===== config.mk =====
export PLATFORM = sky130hd
export DESIGN_NAME = sorted_timer_queue_unit
export DESIGN_NICKNAME = d
export VERILOG_FILES = /design/src/rtl/stq_pkg.sv /design/src/rtl/stq_ram.sv /design/src/rtl/sorted_timer_queue_unit.sv
export VERILOG_INCLUDE_DIRS = /design/src /design/src/rtl
export SDC_FILE = /design/constraint.sdc
export NUM_CORES = 2
export LEC_CHECK = 0
export BUFFER_PORTS_ARGS = -buffer_cell sky130_fd_sc_hd__buf_2
export CORE_MARGIN = 3
export CORE_UTILIZATION = 45
export DETAILED_ROUTE_END_ITERATION = 10
export GPL_ROUTABILITY_DRIVEN = 0
export SYNTH_ARGS = -nofsm -noshare
export SYNTH_HDL_FRONTEND = slang
export SYNTH_HIERARCHICAL = 1
export SYNTH_SLANG_ARGS = --single-unit

===== constraint.sdc =====
create_clock -name clk -period 5.4 [get_ports clk]
set_clock_uncertainty 0.05 [all_clocks]
set_input_delay 1.08 -clock clk [delete_from_list [all_inputs] [get_ports clk]]
set_output_delay 1.08 -clock clk [all_outputs]
set_load 0.05 [all_outputs]

===== src/rtl/sorted_timer_queue_unit_assert.svh =====
// Assertion macros shared by the RTL. Each expects clk and rst in scope.
`ifndef SORTED_TIMER_QUEUE_UNIT_ASSERT_SVH
`define SORTED_TIMER_QUEUE_UNIT_ASSERT_SVH

// cond holds at every clock edge outside reset
`define STQ_ASSERT_ALWAYS(label, cond, msg) \
  label: assert property (@(posedge clk) disable iff (rst) (cond)) else $error(msg);

// cons holds in the same cycle as ante
`define STQ_ASSERT_IMPLY(label, ante, cons, msg) \
  label: assert property (@(posedge clk) disable iff (rst) (ante) |-> (cons)) else $error(msg);

// cons holds in the cycle after ante
`define STQ_ASSERT_NEXT(label, ante, cons, msg) \
  label: assert property (@(posedge clk) disable iff (rst) (ante) |=> (cons)) else $error(msg);

`endif


===== src/rtl/stq_pkg.sv =====
`default_nettype none
package stq_pkg;
  localparam int SLOTS          = 32;
  localparam int NUM_TIMERS_DEF = 32;
  localparam int SLOT_W         = 5;
  localparam int CNT_W          = 6;
  localparam int TIME_W         = 32;
  localparam logic [TIME_W-1:0] TIME_MAX = 32'hFFFF_FFFF;

  localparam logic [2:0] OP_TICK     = 3'd0;
  localparam logic [2:0] OP_ALLOC    = 3'd1;
  localparam logic [2:0] OP_FREE     = 3'd2;
  localparam logic [2:0] OP_SET_DATA = 3'd3;
  localparam logic [2:0] OP_SET_TIME = 3'd4;

  localparam logic [1:0] KIND_DONE    = 2'd0;
  localparam logic [1:0] KIND_ALLOC   = 2'd1;
  localparam logic [1:0] KIND_FAIL    = 2'd2;
  localparam logic [1:0] KIND_EXPIRED = 2'd3;

  localparam logic [1:0] ST_FREE  = 2'd0;
  localparam logic [1:0] ST_ALLOC = 2'd1;
  localparam logic [1:0] ST_ARMED = 2'd2;
endpackage
`default_nettype wire


===== src/rtl/stq_ram.sv =====
`default_nettype none
module stq_ram #(
  parameter int WIDTH = 8,
  parameter int DEPTH = 32
) (
  input  wire logic                                   clk,
  input  wire logic                                   we,
  input  wire logic [((DEPTH > 1) ? $clog2(DEPTH) : 1)-1:0] waddr,
  input  wire logic [WIDTH-1:0]                       wdata,
  input  wire logic [((DEPTH > 1) ? $clog2(DEPTH) : 1)-1:0] raddr,
  output logic      [WIDTH-1:0]                       rdata
);
  logic [WIDTH-1:0] mem [DEPTH];

  always_ff @(posedge clk) begin
    if (we) begin
      mem[waddr] <= wdata;
    end
    rdata <= mem[raddr];
  end
endmodule
`default_nettype wire


===== src/rtl/sorted_timer_queue_unit.sv =====
`default_nettype none
// Channel   Direction  Ports                                               Transaction
// command   in         start, busy, operation, timer_index, delay_ticks,   start && !busy
//                      payload, destination
// result    out        result_valid, kind, slot, expired_data,             result_valid
//                      expired_destination, last
//
// Alloc, set data, free of an unarmed slot and ignored commands do not touch the list; nor
// does a tick with nothing due. A tick that expires timers walks them from the list head
// and then shifts the remaining entries down.
// Set time unlinks an armed slot, then runs an ordered search and shifts the tail up.
// Free of an armed slot unlinks it; every list change ends by reloading the next deadline.
// Reset: synchronous; the list comes up empty and all slots free, no clearing pass.
// Stalls: the receiver cannot stall; busy holds new commands off until the last result.
module sorted_timer_queue_unit #(
  parameter int NUM_TIMERS = stq_pkg::NUM_TIMERS_DEF
) (
  input  wire logic        clk,
  input  wire logic        rst,
  input  wire logic        start,
  output logic             busy,
  input  wire logic [2:0]  operation,
  input  wire logic [4:0]  timer_index,
  input  wire logic [31:0] delay_ticks,
  input  wire logic [7:0]  payload,
  input  wire logic [3:0]  destination,
  output logic             result_valid,
  output logic [1:0]       kind,
  output logic [4:0]       slot,
  output logic [7:0]       expired_data,
  output logic [3:0]       expired_destination,
  output logic             last
);
  localparam int LIVE = (NUM_TIMERS < stq_pkg::SLOTS) ? NUM_TIMERS : stq_pkg::SLOTS;

  localparam logic [4:0] S_IDLE  = 5'd0;
  localparam logic [4:0] S_T_ORD = 5'd1;
  localparam logic [4:0] S_T_DL  = 5'd2;
  localparam logic [4:0] S_T_CMP = 5'd3;
  localparam logic [4:0] S_UL_RD = 5'd4;
  localparam logic [4:0] S_UL_CK = 5'd5;
  localparam logic [4:0] S_SD_RD = 5'd6;
  localparam logic [4:0] S_SD_WR = 5'd7;
  localparam logic [4:0] S_IN_RD = 5'd8;
  localparam logic [4:0] S_IN_DL = 5'd9;
  localparam logic [4:0] S_IN_CK = 5'd10;
  localparam logic [4:0] S_SU_RD = 5'd11;
  localparam logic [4:0] S_SU_WR = 5'd12;
  localparam logic [4:0] S_RF_A  = 5'd13;
  localparam logic [4:0] S_RF_B  = 5'd14;
  localparam logic [4:0] S_RF_C  = 5'd15;
  localparam logic [4:0] S_DONE  = 5'd16;

  logic [4:0]  state;
  logic [31:0] tick_count;
  logic [31:0] next_deadline;
  logic [5:0]  active_count;
  logic [1:0]  slot_status [stq_pkg::SLOTS];

  // per-command working registers
  logic [2:0]  op;
  logic [4:0]  cur;        // slot addressed by the command, or slot under test in a tick
  logic [31:0] deadline;   // new deadline for set time
  logic [5:0]  ptr;        // list position for scans and downward shifts
  logic [5:0]  wptr;       // write position for the upward shift
  logic [5:0]  shift_k;    // distance of the downward shift
  logic [5:0]  n_expired;

  // result waiting to be shown; it becomes last once the walk knows nothing more is due
  logic [1:0]  pend_kind;
  logic [4:0]  pend_slot;
  logic [7:0]  pend_data;
  logic [3:0]  pend_dest;

  // memory ports
  logic        ord_we;
  logic [4:0]  ord_waddr, ord_wdata, ord_raddr, ord_rdata;
  logic [31:0] dl_rdata;
  logic [11:0] dat_rdata;
  logic        accept;
  logic        idx_live;
  logic        free_found;
  logic [4:0]  free_slot;
  logic [31:0] tick_inc;
  logic [6:0]  sd_src;
  logic        emit;

  assign accept   = start && !busy;
  assign busy     = (state != S_IDLE);
  assign idx_live = ({27'd0, timer_index} < 32'(LIVE));
  assign tick_inc = tick_count + 32'd1;
  assign sd_src   = {1'b0, ptr} + {1'b0, shift_k};

  // show a result at the end of a command, or release a held expiry when another follows
  assign emit = (state == S_DONE) ||
                (state == S_T_CMP && !(dl_rdata > tick_count) &&
                 pend_kind == stq_pkg::KIND_EXPIRED);

  // lowest free slot
  always_comb begin
    free_found = 1'b0;
    free_slot  = '0;
    for (int s = stq_pkg::SLOTS - 1; s >= 0; s--) begin
      if (s < LIVE && slot_status[s] == stq_pkg::ST_FREE) begin
        free_found = 1'b1;
        free_slot  = 5'(s);
      end
    end
  end

  // order list read address and write port
  always_comb begin
    ord_raddr = '0;
    ord_we    = 1'b0;
    ord_waddr = '0;
    ord_wdata = '0;
    unique case (state)
      S_T_ORD: ord_raddr = n_expired[4:0];
      S_UL_RD, S_IN_RD: ord_raddr = ptr[4:0];
      S_SD_RD: ord_raddr = sd_src[4:0];
      S_SD_WR: begin
        ord_we    = 1'b1;
        ord_waddr = ptr[4:0];
        ord_wdata = ord_rdata;
      end
      S_SU_RD: begin
        if (wptr > ptr) begin
          ord_raddr = 5'(wptr - 6'd1);
        end else begin
          ord_we    = 1'b1;
          ord_waddr = ptr[4:0];
          ord_wdata = cur;
        end
      end
      S_SU_WR: begin
        ord_we    = 1'b1;
        ord_waddr = wptr[4:0];
        ord_wdata = ord_rdata;
      end
      default: ord_raddr = '0;
    endcase
  end

  stq_ram #(.WIDTH(stq_pkg::SLOT_W), .DEPTH(stq_pkg::SLOTS)) u_order (
    .clk(clk), .we(ord_we), .waddr(ord_waddr), .wdata(ord_wdata),
    .raddr(ord_raddr), .rdata(ord_rdata)
  );

  // deadline and data are always looked up for the slot the list just returned
  stq_ram #(.WIDTH(stq_pkg::TIME_W), .DEPTH(stq_pkg::SLOTS)) u_deadline (
    .clk(clk), .we(accept && operation == stq_pkg::OP_SET_TIME && idx_live),
    .waddr(timer_index), .wdata(tick_count + delay_ticks),
    .raddr(ord_rdata), .rdata(dl_rdata)
  );

  stq_ram #(.WIDTH(12), .DEPTH(stq_pkg::SLOTS)) u_data (
    .clk(clk), .we(accept && operation == stq_pkg::OP_SET_DATA && idx_live),
    .waddr(timer_index), .wdata({destination, payload}),
    .raddr(ord_rdata), .rdata(dat_rdata)
  );

  always_ff @(posedge clk) begin
    if (rst) begin
      result_valid <= 1'b0;
    end else begin
      result_valid <= emit;
    end
  end

  always_ff @(posedge clk) begin
    if (rst) begin
      state         <= S_IDLE;
      tick_count    <= '0;
      next_deadline <= stq_pkg::TIME_MAX;
      active_count  <= '0;
      for (int s = 0; s < stq_pkg::SLOTS; s++) begin
        slot_status[s] <= stq_pkg::ST_FREE;
      end
    end else begin
      unique case (state)
        S_IDLE: begin
          if (accept) begin
            op        <= operation;
            cur       <= timer_index;
            deadline  <= tick_count + delay_ticks;
            ptr       <= '0;
            n_expired <= '0;
            pend_kind <= stq_pkg::KIND_DONE;
            pend_slot <= '0;
            pend_data <= '0;
            pend_dest <= '0;
            state     <= S_DONE;
            if (operation == stq_pkg::OP_TICK) begin
              tick_count <= tick_inc;
              if (!(next_deadline > tick_inc)) begin
                state <= (active_count == '0) ? S_RF_A : S_T_ORD;
              end
            end else if (operation == stq_pkg::OP_ALLOC) begin
              if (free_found) begin
                slot_status[free_slot] <= stq_pkg::ST_ALLOC;
                pend_kind <= stq_pkg::KIND_ALLOC;
                pend_slot <= free_slot;
              end else begin
                pend_kind <= stq_pkg::KIND_FAIL;
              end
            end else if (idx_live) begin
              if (operation == stq_pkg::OP_FREE) begin
                slot_status[timer_index] <= stq_pkg::ST_FREE;
                if (slot_status[timer_index] == stq_pkg::ST_ARMED) begin
                  state <= S_UL_RD;
                end
              end else if (operation == stq_pkg::OP_SET_TIME) begin
                slot_status[timer_index] <= stq_pkg::ST_ARMED;
                state <= (slot_status[timer_index] == stq_pkg::ST_ARMED) ? S_UL_RD : S_IN_RD;
              end
            end
          end
        end

        // expiry walk: read the next list entry, then its deadline, then compare
        S_T_ORD: state <= S_T_DL;
        S_T_DL: begin
          cur   <= ord_rdata;
          state <= S_T_CMP;
        end
        S_T_CMP: begin
          if (!(dl_rdata > tick_count)) begin
            slot_status[cur] <= stq_pkg::ST_ALLOC;
            if (pend_kind == stq_pkg::KIND_EXPIRED) begin
              // a further expiry follows: release the held one as not last
              kind                <= pend_kind;
              slot                <= pend_slot;
              expired_data        <= pend_data;
              expired_destination <= pend_dest;
              last                <= 1'b0;
            end
            pend_kind <= stq_pkg::KIND_EXPIRED;
            pend_slot <= cur;
            pend_data <= dat_rdata[7:0];
            pend_dest <= dat_rdata[11:8];
            n_expired <= n_expired + 6'd1;
            if (n_expired + 6'd1 < active_count) begin
              state <= S_T_ORD;
            end else begin
              ptr     <= '0;
              shift_k <= n_expired + 6'd1;
              state   <= S_SD_RD;
            end
          end else begin
            ptr     <= '0;
            shift_k <= n_expired;
            state   <= S_SD_RD;
          end
        end

        // find the slot in the list, then close the gap
        S_UL_RD: begin
          if (ptr < active_count) begin
            state <= S_UL_CK;
          end else begin
            ptr   <= '0;
            state <= (op == stq_pkg::OP_SET_TIME) ? S_IN_RD : S_RF_A;
          end
        end
        S_UL_CK: begin
          if (ord_rdata == cur) begin
            shift_k <= 6'd1;
            state   <= S_SD_RD;
          end else begin
            ptr   <= ptr + 6'd1;
            state <= S_UL_RD;
          end
        end

        S_SD_RD: begin
          if (sd_src < {1'b0, active_count}) begin
            state <= S_SD_WR;
          end else begin
            active_count <= active_count - shift_k;
            ptr          <= '0;
            state        <= (op == stq_pkg::OP_SET_TIME) ? S_IN_RD : S_RF_A;
          end
        end
        S_SD_WR: begin
          ptr   <= ptr + 6'd1;
          state <= S_SD_RD;
        end

        // ordered search: stop at the first deadline not below the new one
        S_IN_RD: begin
          if (ptr < active_count) begin
            state <= S_IN_DL;
          end else begin
            wptr  <= active_count;
            state <= S_SU_RD;
          end
        end
        S_IN_DL: state <= S_IN_CK;
        S_IN_CK: begin
          if (dl_rdata >= deadline) begin
            wptr  <= active_count;
            state <= S_SU_RD;
          end else begin
            ptr   <= ptr + 6'd1;
            state <= S_IN_RD;
          end
        end

        // open a hole at ptr, moving the tail up one entry at a time
        S_SU_RD: begin
          if (wptr > ptr) begin
            state <= S_SU_WR;
          end else begin
            active_count <= active_count + 6'd1;
            state        <= S_RF_A;
          end
        end
        S_SU_WR: begin
          wptr  <= wptr - 6'd1;
          state <= S_SU_RD;
        end

        // next deadline from the list head
        S_RF_A: begin
          if (active_count == '0) begin
            next_deadline <= stq_pkg::TIME_MAX;
            state         <= S_DONE;
          end else begin
            state <= S_RF_B;
          end
        end
        S_RF_B: state <= S_RF_C;
        S_RF_C: begin
          next_deadline <= dl_rdata;
          state         <= S_DONE;
        end

        S_DONE: begin
          kind                <= pend_kind;
          slot                <= pend_slot;
          expired_data        <= pend_data;
          expired_destination <= pend_dest;
          last                <= 1'b1;
          state               <= S_IDLE;
        end

        default: state <= S_IDLE;
      endcase
    end
  end

`include "sorted_timer_queue_unit_assert.svh"

  `STQ_ASSERT_ALWAYS(a_list_bound, active_count <= 6'd32, "list longer than the pool")
  `STQ_ASSERT_NEXT(a_busy_after_start, start && !busy, busy, "command accepted but not busy")
  `STQ_ASSERT_IMPLY(a_more_follows, result_valid && !last, busy, "non-last result while idle")
  `STQ_ASSERT_IMPLY(a_empty_deadline, state == S_IDLE && active_count == '0, next_deadline == stq_pkg::TIME_MAX, "empty list with a deadline")
endmodule
`default_nettype wire

# --- After elaboration in Yosys (flattened, before gate mapping) ---
# Memory sizes are Yosys's and may differ from the RTL's. A register that Yosys moved wholly into a read port is not among the register bits.
# Index checks and enable logic that the tools add are counted.
op_classes:
  n_addsub: 8
  order_cmp: 7
  eq_ne: 37
  mux: 193
  bitwise: 2
  reduce_logical: 67
ops:
  columns: ["op", "n"]
  rows:
  - ["$mux W5", 55]
  - ["$mux W6", 15]
  - ["$pmux W5 S16", 1]
  - ["$mux W1", 73]
  - ["$gt A32 B32 Y1", 2]
  - ["$logic_not A2 Y1", 32]
  - ["$pmux W32 S2", 1]
  - ["$pmux W6 S7", 1]
  - ["$eq A5 B4 Y1 const B", 8]
  - ["$pmux W5 S2", 4]
  - ["$pmux W6 S2", 3]
  - ["$add A32 B1 Y32 const B", 1]
  - ["$add A32 B32 Y32", 1]
  - ["$ge A32 B32 Y1", 1]
  - ["$mux W32", 1]
  - ["$mux W4", 8]
  - ["$mux W8", 4]
  - ["$pmux W8 S2", 2]
  - ["$mux W2", 14]
  - ["$ne A2 B2 Y1 const B", 11]
  - ["$eq A5 B3 Y1 const B", 4]
  - ["$pmux W5 S4", 1]
  - ["$add A6 B1 Y6 const B", 3]
  - ["$pmux W6 S3", 1]
  - ["other kinds (38)", 67]
word_totals:
  reg_bits: 179
  ram_bits: 1632
  input_bits: 55
  out_inout_bits: 22
  elab_cells: 339
  memories: 4
mem_list:
  columns: ["memory", "depth", "width", "rd", "rd_clocked_by_memory_dff", "write_ports", "line", "source"]
  rows:
  - ["u_deadline.mem", 32, 32, 1, 1, 1, "stq_ram.sv:13", "logic [WIDTH-1:0] mem [DEPTH];"]
  - ["u_data.mem", 32, 12, 1, 1, 1, "stq_ram.sv:13", null]
  - ["u_order.mem", 32, 5, 1, 1, 1, "stq_ram.sv:13", null]
  - ["slot_status", 32, 2, 33, 0, 32, "sorted_timer_queue_unit.sv:58", "logic [1:0] slot_status [stq_pkg::SLOTS];"]

# --- Logic depth before layout (Yosys ltp) ---
# An unclocked memory read counts as a cell.
logic_depth:
  word_depth: 45
  mapped_depth: 19
  ltp_nobuf: 19

# --- Hierarchy ---
# The synthesis kept the hierarchy.
modules_own_cells:
  columns: ["mod", "instances", "cells_each", "area_each_um2", "seq_area_each_um2"]
  rows:
  - ["stq_ram at u_deadline", 1, 2260, 40485.1, 31390.1]
  - ["sorted_timer_queue_unit", 1, 1759, 16360.7, 6536.3]
  - ["stq_ram at u_data", 1, 868, 15468.6, 11771.3]
  - ["stq_ram at u_order", 1, 277, 6344.8, 4904.7]

# --- Worst setup path after synthesis ---
# No wires, ideal clock.
synth_path:
  kind: "in2reg"
  start: "input port delay_ticks[20]"
  end: "register deadline[31] (data pin)"
  setup_ns: 0.452
  t_arrival_ns: 4.327
  required_time_ns: 4.898
  setup_slack_ns: 0.570
  path_stages: 9
  n_path_buf: 1
  cell_sequence: "ha_1 > clkbuf_1 > nand4_1 > or4_1 > nor4_1 > nor3_1 > o31ai_1 > nor4_1 > nor3_1"
synth_via:
  elab_chain_cells: 1
synth_rtl:
  columns: ["element", "line", "source"]
  rows:
  - ["start: declaration", "sorted_timer_queue_unit.sv:24", "input wire logic [31:0] delay_ticks,"]
  - ["$add A32 B32 Y32", "sorted_timer_queue_unit.sv:185", "deadline <= tick_count + delay_ticks;"]
  - ["end signal: assignment", "sorted_timer_queue_unit.sv:185", null]
  - ["end: declaration", "sorted_timer_queue_unit.sv:63", "logic [31:0] deadline;"]
# Every way passes these cells.
# A chain may end at the register's enable or synchronous reset.

# --- Final worst setup path ---
layout_path:
  start: "register tick_count[1]"
  end: "register state[0]"
layout_via:
  elab_chain_cells: 6
  word_cells_on_any_way: 8
  classes_between: "1 x add/sub; 2 x order compare; 5 x mux"
layout_rtl:
  columns: ["element", "line", "source"]
  rows:
  - ["start: declaration", "sorted_timer_queue_unit.sv:55", "logic [31:0] tick_count;"]
  - ["start signal: assignment", "sorted_timer_queue_unit.sv:194", "tick_count <= tick_inc;"]
  - ["$add A32 B1 Y32", "sorted_timer_queue_unit.sv:91", "assign tick_inc = tick_count + 32'd1;"]
  - ["$gt A32 B32 Y1", "sorted_timer_queue_unit.sv:195", "if (!(next_deadline > tick_inc)) begin"]
  - ["$mux W5", "sorted_timer_queue_unit.sv:195", null]
  - ["$mux W5", "sorted_timer_queue_unit.sv:193", "if (operation == stq_pkg::OP_TICK) begin"]
  - ["$mux W5", "sorted_timer_queue_unit.sv:182", "if (accept) begin"]
  - ["$pmux W5 S16 (*)", "sorted_timer_queue_unit.sv:180", "unique case (state)"]
  - ["end signal: assignment", "sorted_timer_queue_unit.sv:196", "state <= (active_count == '0) ? S_RF_A : S_T_ORD;"]
  - ["end signal: assignment", "sorted_timer_queue_unit.sv:214", "state <= (slot_status[timer_index] == stq_pkg::ST_ARMED) ? S_UL_RD : S_IN_RD;"]
  - ["end signal: assignment", "sorted_timer_queue_unit.sv:262", "state <= (op == stq_pkg::OP_SET_TIME) ? S_IN_RD : S_RF_A;"]
  - ["end: declaration", "sorted_timer_queue_unit.sv:54", "logic [4:0] state;"]
# Mark *: on every way between the ends. The rest lies on a longest branch, timed or not. The select of a mux whose other input is x is not followed.

==> impl_metrics.env <==
export IMPL_outcome="finished clean"
export IMPL_ir_drop_uv=259
export IMPL_cpPeakStageDelay_ns=0.60
export IMPL_syn_area_sq_mm=0.0787
export IMPL_hpwlAfterDp_um=124000
export IMPL_cp_cell_sequence="ha_2 -> nand3_1 -> or4b_4 -> nor4_2 -> buf_4 -> and3_1 -> nand3_2 -> nor3_4 -> nand3_1 -> xnor2_1 -> ha_1 -> nand4_1 -> nor2_1 -> nand2_1 -> or3_1 -> o21bai_1 -> a21oi_2 -> buf_4 -> nor2_1 -> a211oi_1 -> a31oi_1"
export IMPL_synth_top_area_share_pct=66.2
export IMPL_synth_commonest_cells="edfxtp_1 (1735), mux2i_1 (711), nor2_1 (313), nand2_1 (238), a21oi_1 (223)"
export IMPL_holdWs_ns=0.366
export IMPL_area_growth_pct=13.5
export IMPL_clock_latency_ns=0.83
export IMPL_synth_ff_type="edfxtp_1"
export IMPL_drv_cap=0
export IMPL_final_cells=7857
export IMPL_ant_nets=0
export IMPL_ys_warn_count=6
export IMPL_worstPathRequired_ns=6.03
export IMPL_grt_pass1_wl_um=299000
export IMPL_crit_path_top_delay_cell="or4b_4"
export IMPL_cts_made_buffers=191
export IMPL_muxShareOfSynthArea_pct=10.8
export IMPL_leakage_nw=28.3
export IMPL_cts_sinks=1860
export IMPL_crit_path_max_fanout=5
export IMPL_synth_compound_area_share_pct=7.09
export IMPL_synth_most_common_cell="edfxtp_1"
export IMPL_power_density_mw_per_mm2=337
export IMPL_synth_async_reset_ratio_pct=0
export IMPL_cts_setup_buffers=0
export IMPL_synth_xor_area_share_pct=1.19
export IMPL_fin_nets=5603
export IMPL_startpoint_type="flip-flop"
export IMPL_die_h_um=424
export IMPL_grt_overflow=0
export IMPL_cts_path_max_buffers=3
export IMPL_cts_htree_levels=4
export IMPL_fmax_mhz=198
export IMPL_layout_drive_gt1_share_pct=13.4
export IMPL_synthSimpleGateAreaFrac_pct=6.35
export IMPL_drt_iter0_drc=4442
export IMPL_relSlewSlack_pct=9.06
export IMPL_placed_cells=7498
export IMPL_core_area_sq_mm=0.173
export IMPL_num_rows=152
export IMPL_power_mw=30.1
export IMPL_grt_max_degree=99
export IMPL_finalHoldViolCount=0
export IMPL_synth_top_family_by_area="multiplexers"
export IMPL_grt_pass1_vias=44500
export IMPL_drt_wl_total_um=203000
export IMPL_placed_area_sq_mm=0.0830
export IMPL_final_area_sq_mm=0.0893
export IMPL_ys_types=86
export IMPL_vias_per_cell=5.82
export IMPL_synthAdderAreaFrac_pct=2.69
export IMPL_start_util_pct=45.6
export IMPL_crit_buf_inv=2
export IMPL_synth_edff_count=1735
export IMPL_ys_seq_elements=1860
export IMPL_wl_per_cell_um=25.9
export IMPL_dieArea_sq_mm=0.180
export IMPL_synth_fp_nets=5386
export IMPL_drv_slew=0
export IMPL_drcViolationCount=0
export IMPL_drt_first_pass_iters=6
export IMPL_io_buffer_count=76
export IMPL_antenna_found_initial=12
export IMPL_die_w_um=424
export IMPL_n_fill_cell=14200
export IMPL_fin_tns_setup_ns=0
export IMPL_avgSynthCellArea_sq_um=15.2
export IMPL_worst_pin_slew_ns=1.35
export IMPL_path_clk_slew_ns=0.06
export IMPL_critPathKind="flip-flop to flip-flop"
export IMPL_grt_usage_pct=22.4
export IMPL_hold_class="flip-flop to flip-flop"
export IMPL_r2r_setup_slack_ns=0.36
export IMPL_crit_family="simple AND/OR/NAND/NOR gates"
export IMPL_finalSetupViolations=0
export IMPL_arrival_ns=5.68
export IMPL_pin_count=77
export IMPL_syn_inst=5164
export IMPL_cts_tree="done"
export IMPL_num_vias=45700
export IMPL_cts_root_buf="clkbuf_16"
export IMPL_final_min_clock_period_ns=5.04
export IMPL_yosys_top_cells_area="edfxtp_1 (66%), mux2i_1 (9.0%), dfxtp_1 (3.2%)"
export IMPL_min_period_over_period_pct=93.4
export IMPL_yosysSeqAreaShare_pct=69.4
export IMPL_yosysTopAreaCell="edfxtp_1"
export IMPL_cp_end_kind="flip-flop"
[registers in the layout, indices dropped and copies added (netlist names), 6 cells and up]
name and flops:
active_count 6, deadline 32, expired_data 8, n_expired 6
next_deadline 32, pend_data 8, ptr 6, shift_k 6
slot_status 64, tick_count 32, u_data/mem 384, u_data/rdata 12
u_deadline/mem 1024, u_deadline/rdata 32, u_order/mem 160, wptr 6
[power breakdown]
part	total [mW]	leakage, nW	internal (mW)	switching, mW
combinational	1.11	8.81	0.327	0.787
clock	13.1	3.06	7.58	5.48
sequential	15.9	16.4	15.8	0.0716
total	30.1	28.3	23.7	6.34
[repair_timing]
| item | in CTS | in global routing |
|---|---|---|
| cloned | 0 | 0 |
| endpoints found under the setup margin | 1 | 3 |
| resized for setup | 1 | 6 |
| pin swaps | 0 | 1 |
| hold buffers | 0 | 0 |
[layer usage]
layer	global-route usage (%)	routed length [um]	vias to the layer above	share of wire (%)
li1	-	-	20500	-
met1	32.3	90000	23300	44
met2	35.7	95400	1573	47
met3	3.35	13300	280	6.5
met4	5.68	4510	0	2.2
met5	0	0	-	0
[through the flow]
stage / setup WS (ns) / util (%)
floorplan: 0.570 / -
global placement: -0.129 / 48.0
detailed placement: -0.0503 / 48.0
CTS: 0.114 / 51.7
global route: -0.0104 / 51.7
finish: 0.359 / 51.7
[kinds of logic after synthesis]
kind of cell | after synthesis
flops | 1860
compound gates | 834
buf+inv | 373
simple gates | 1044
fa+ha+maj | 167
xor+xnor | 107
mux | 779
[cell usage in the layout (no fill, tap or decap), types with 123 or more instances in the layout]
cell          n
a21oi_1     219
a22oi_1     144
buf_4       159
clkbuf_16   193
dfxtp_1     123
edfxtp_1   1735
ha_1        163
inv_1       123
mux2i_1     711
nand2_1     237
nand3_1     158
nor2_1      278
[path summary, 6_finish.rpt]
| check | from | to | depth (start not counted) |
|---|---|---|---|
| hold reg to reg | pend_slot[1] | slot[1] | 0 |
| setup / recovery | tick_count[1] | state[0] | 21 |
| setup reg to reg | tick_count[1] | state[0] | 21 |
| hold / removal | pend_slot[1] | slot[1] | 0 |
[cell type report]
| cell class | instances | area (sq um) | area share, % |
|---|---|---|---|
| timing repair buffer | 271 | 2290 | 2.57 |
| inverter | 126 | 473 | 0.530 |
| antenna | 4 | 10.0 | 0.0112 |
| clock buffer | 260 | 5270 | 5.90 |
| clock inverter | 95 | 1020 | 1.14 |
| sequential | 1860 | 54600 | 61.2 |
| multi-input combinational | 2931 | 22700 | 25.4 |
| tap | 2310 | 2890 | 3.24 |
Note: power is estimated with default switching activity, not from simulation.
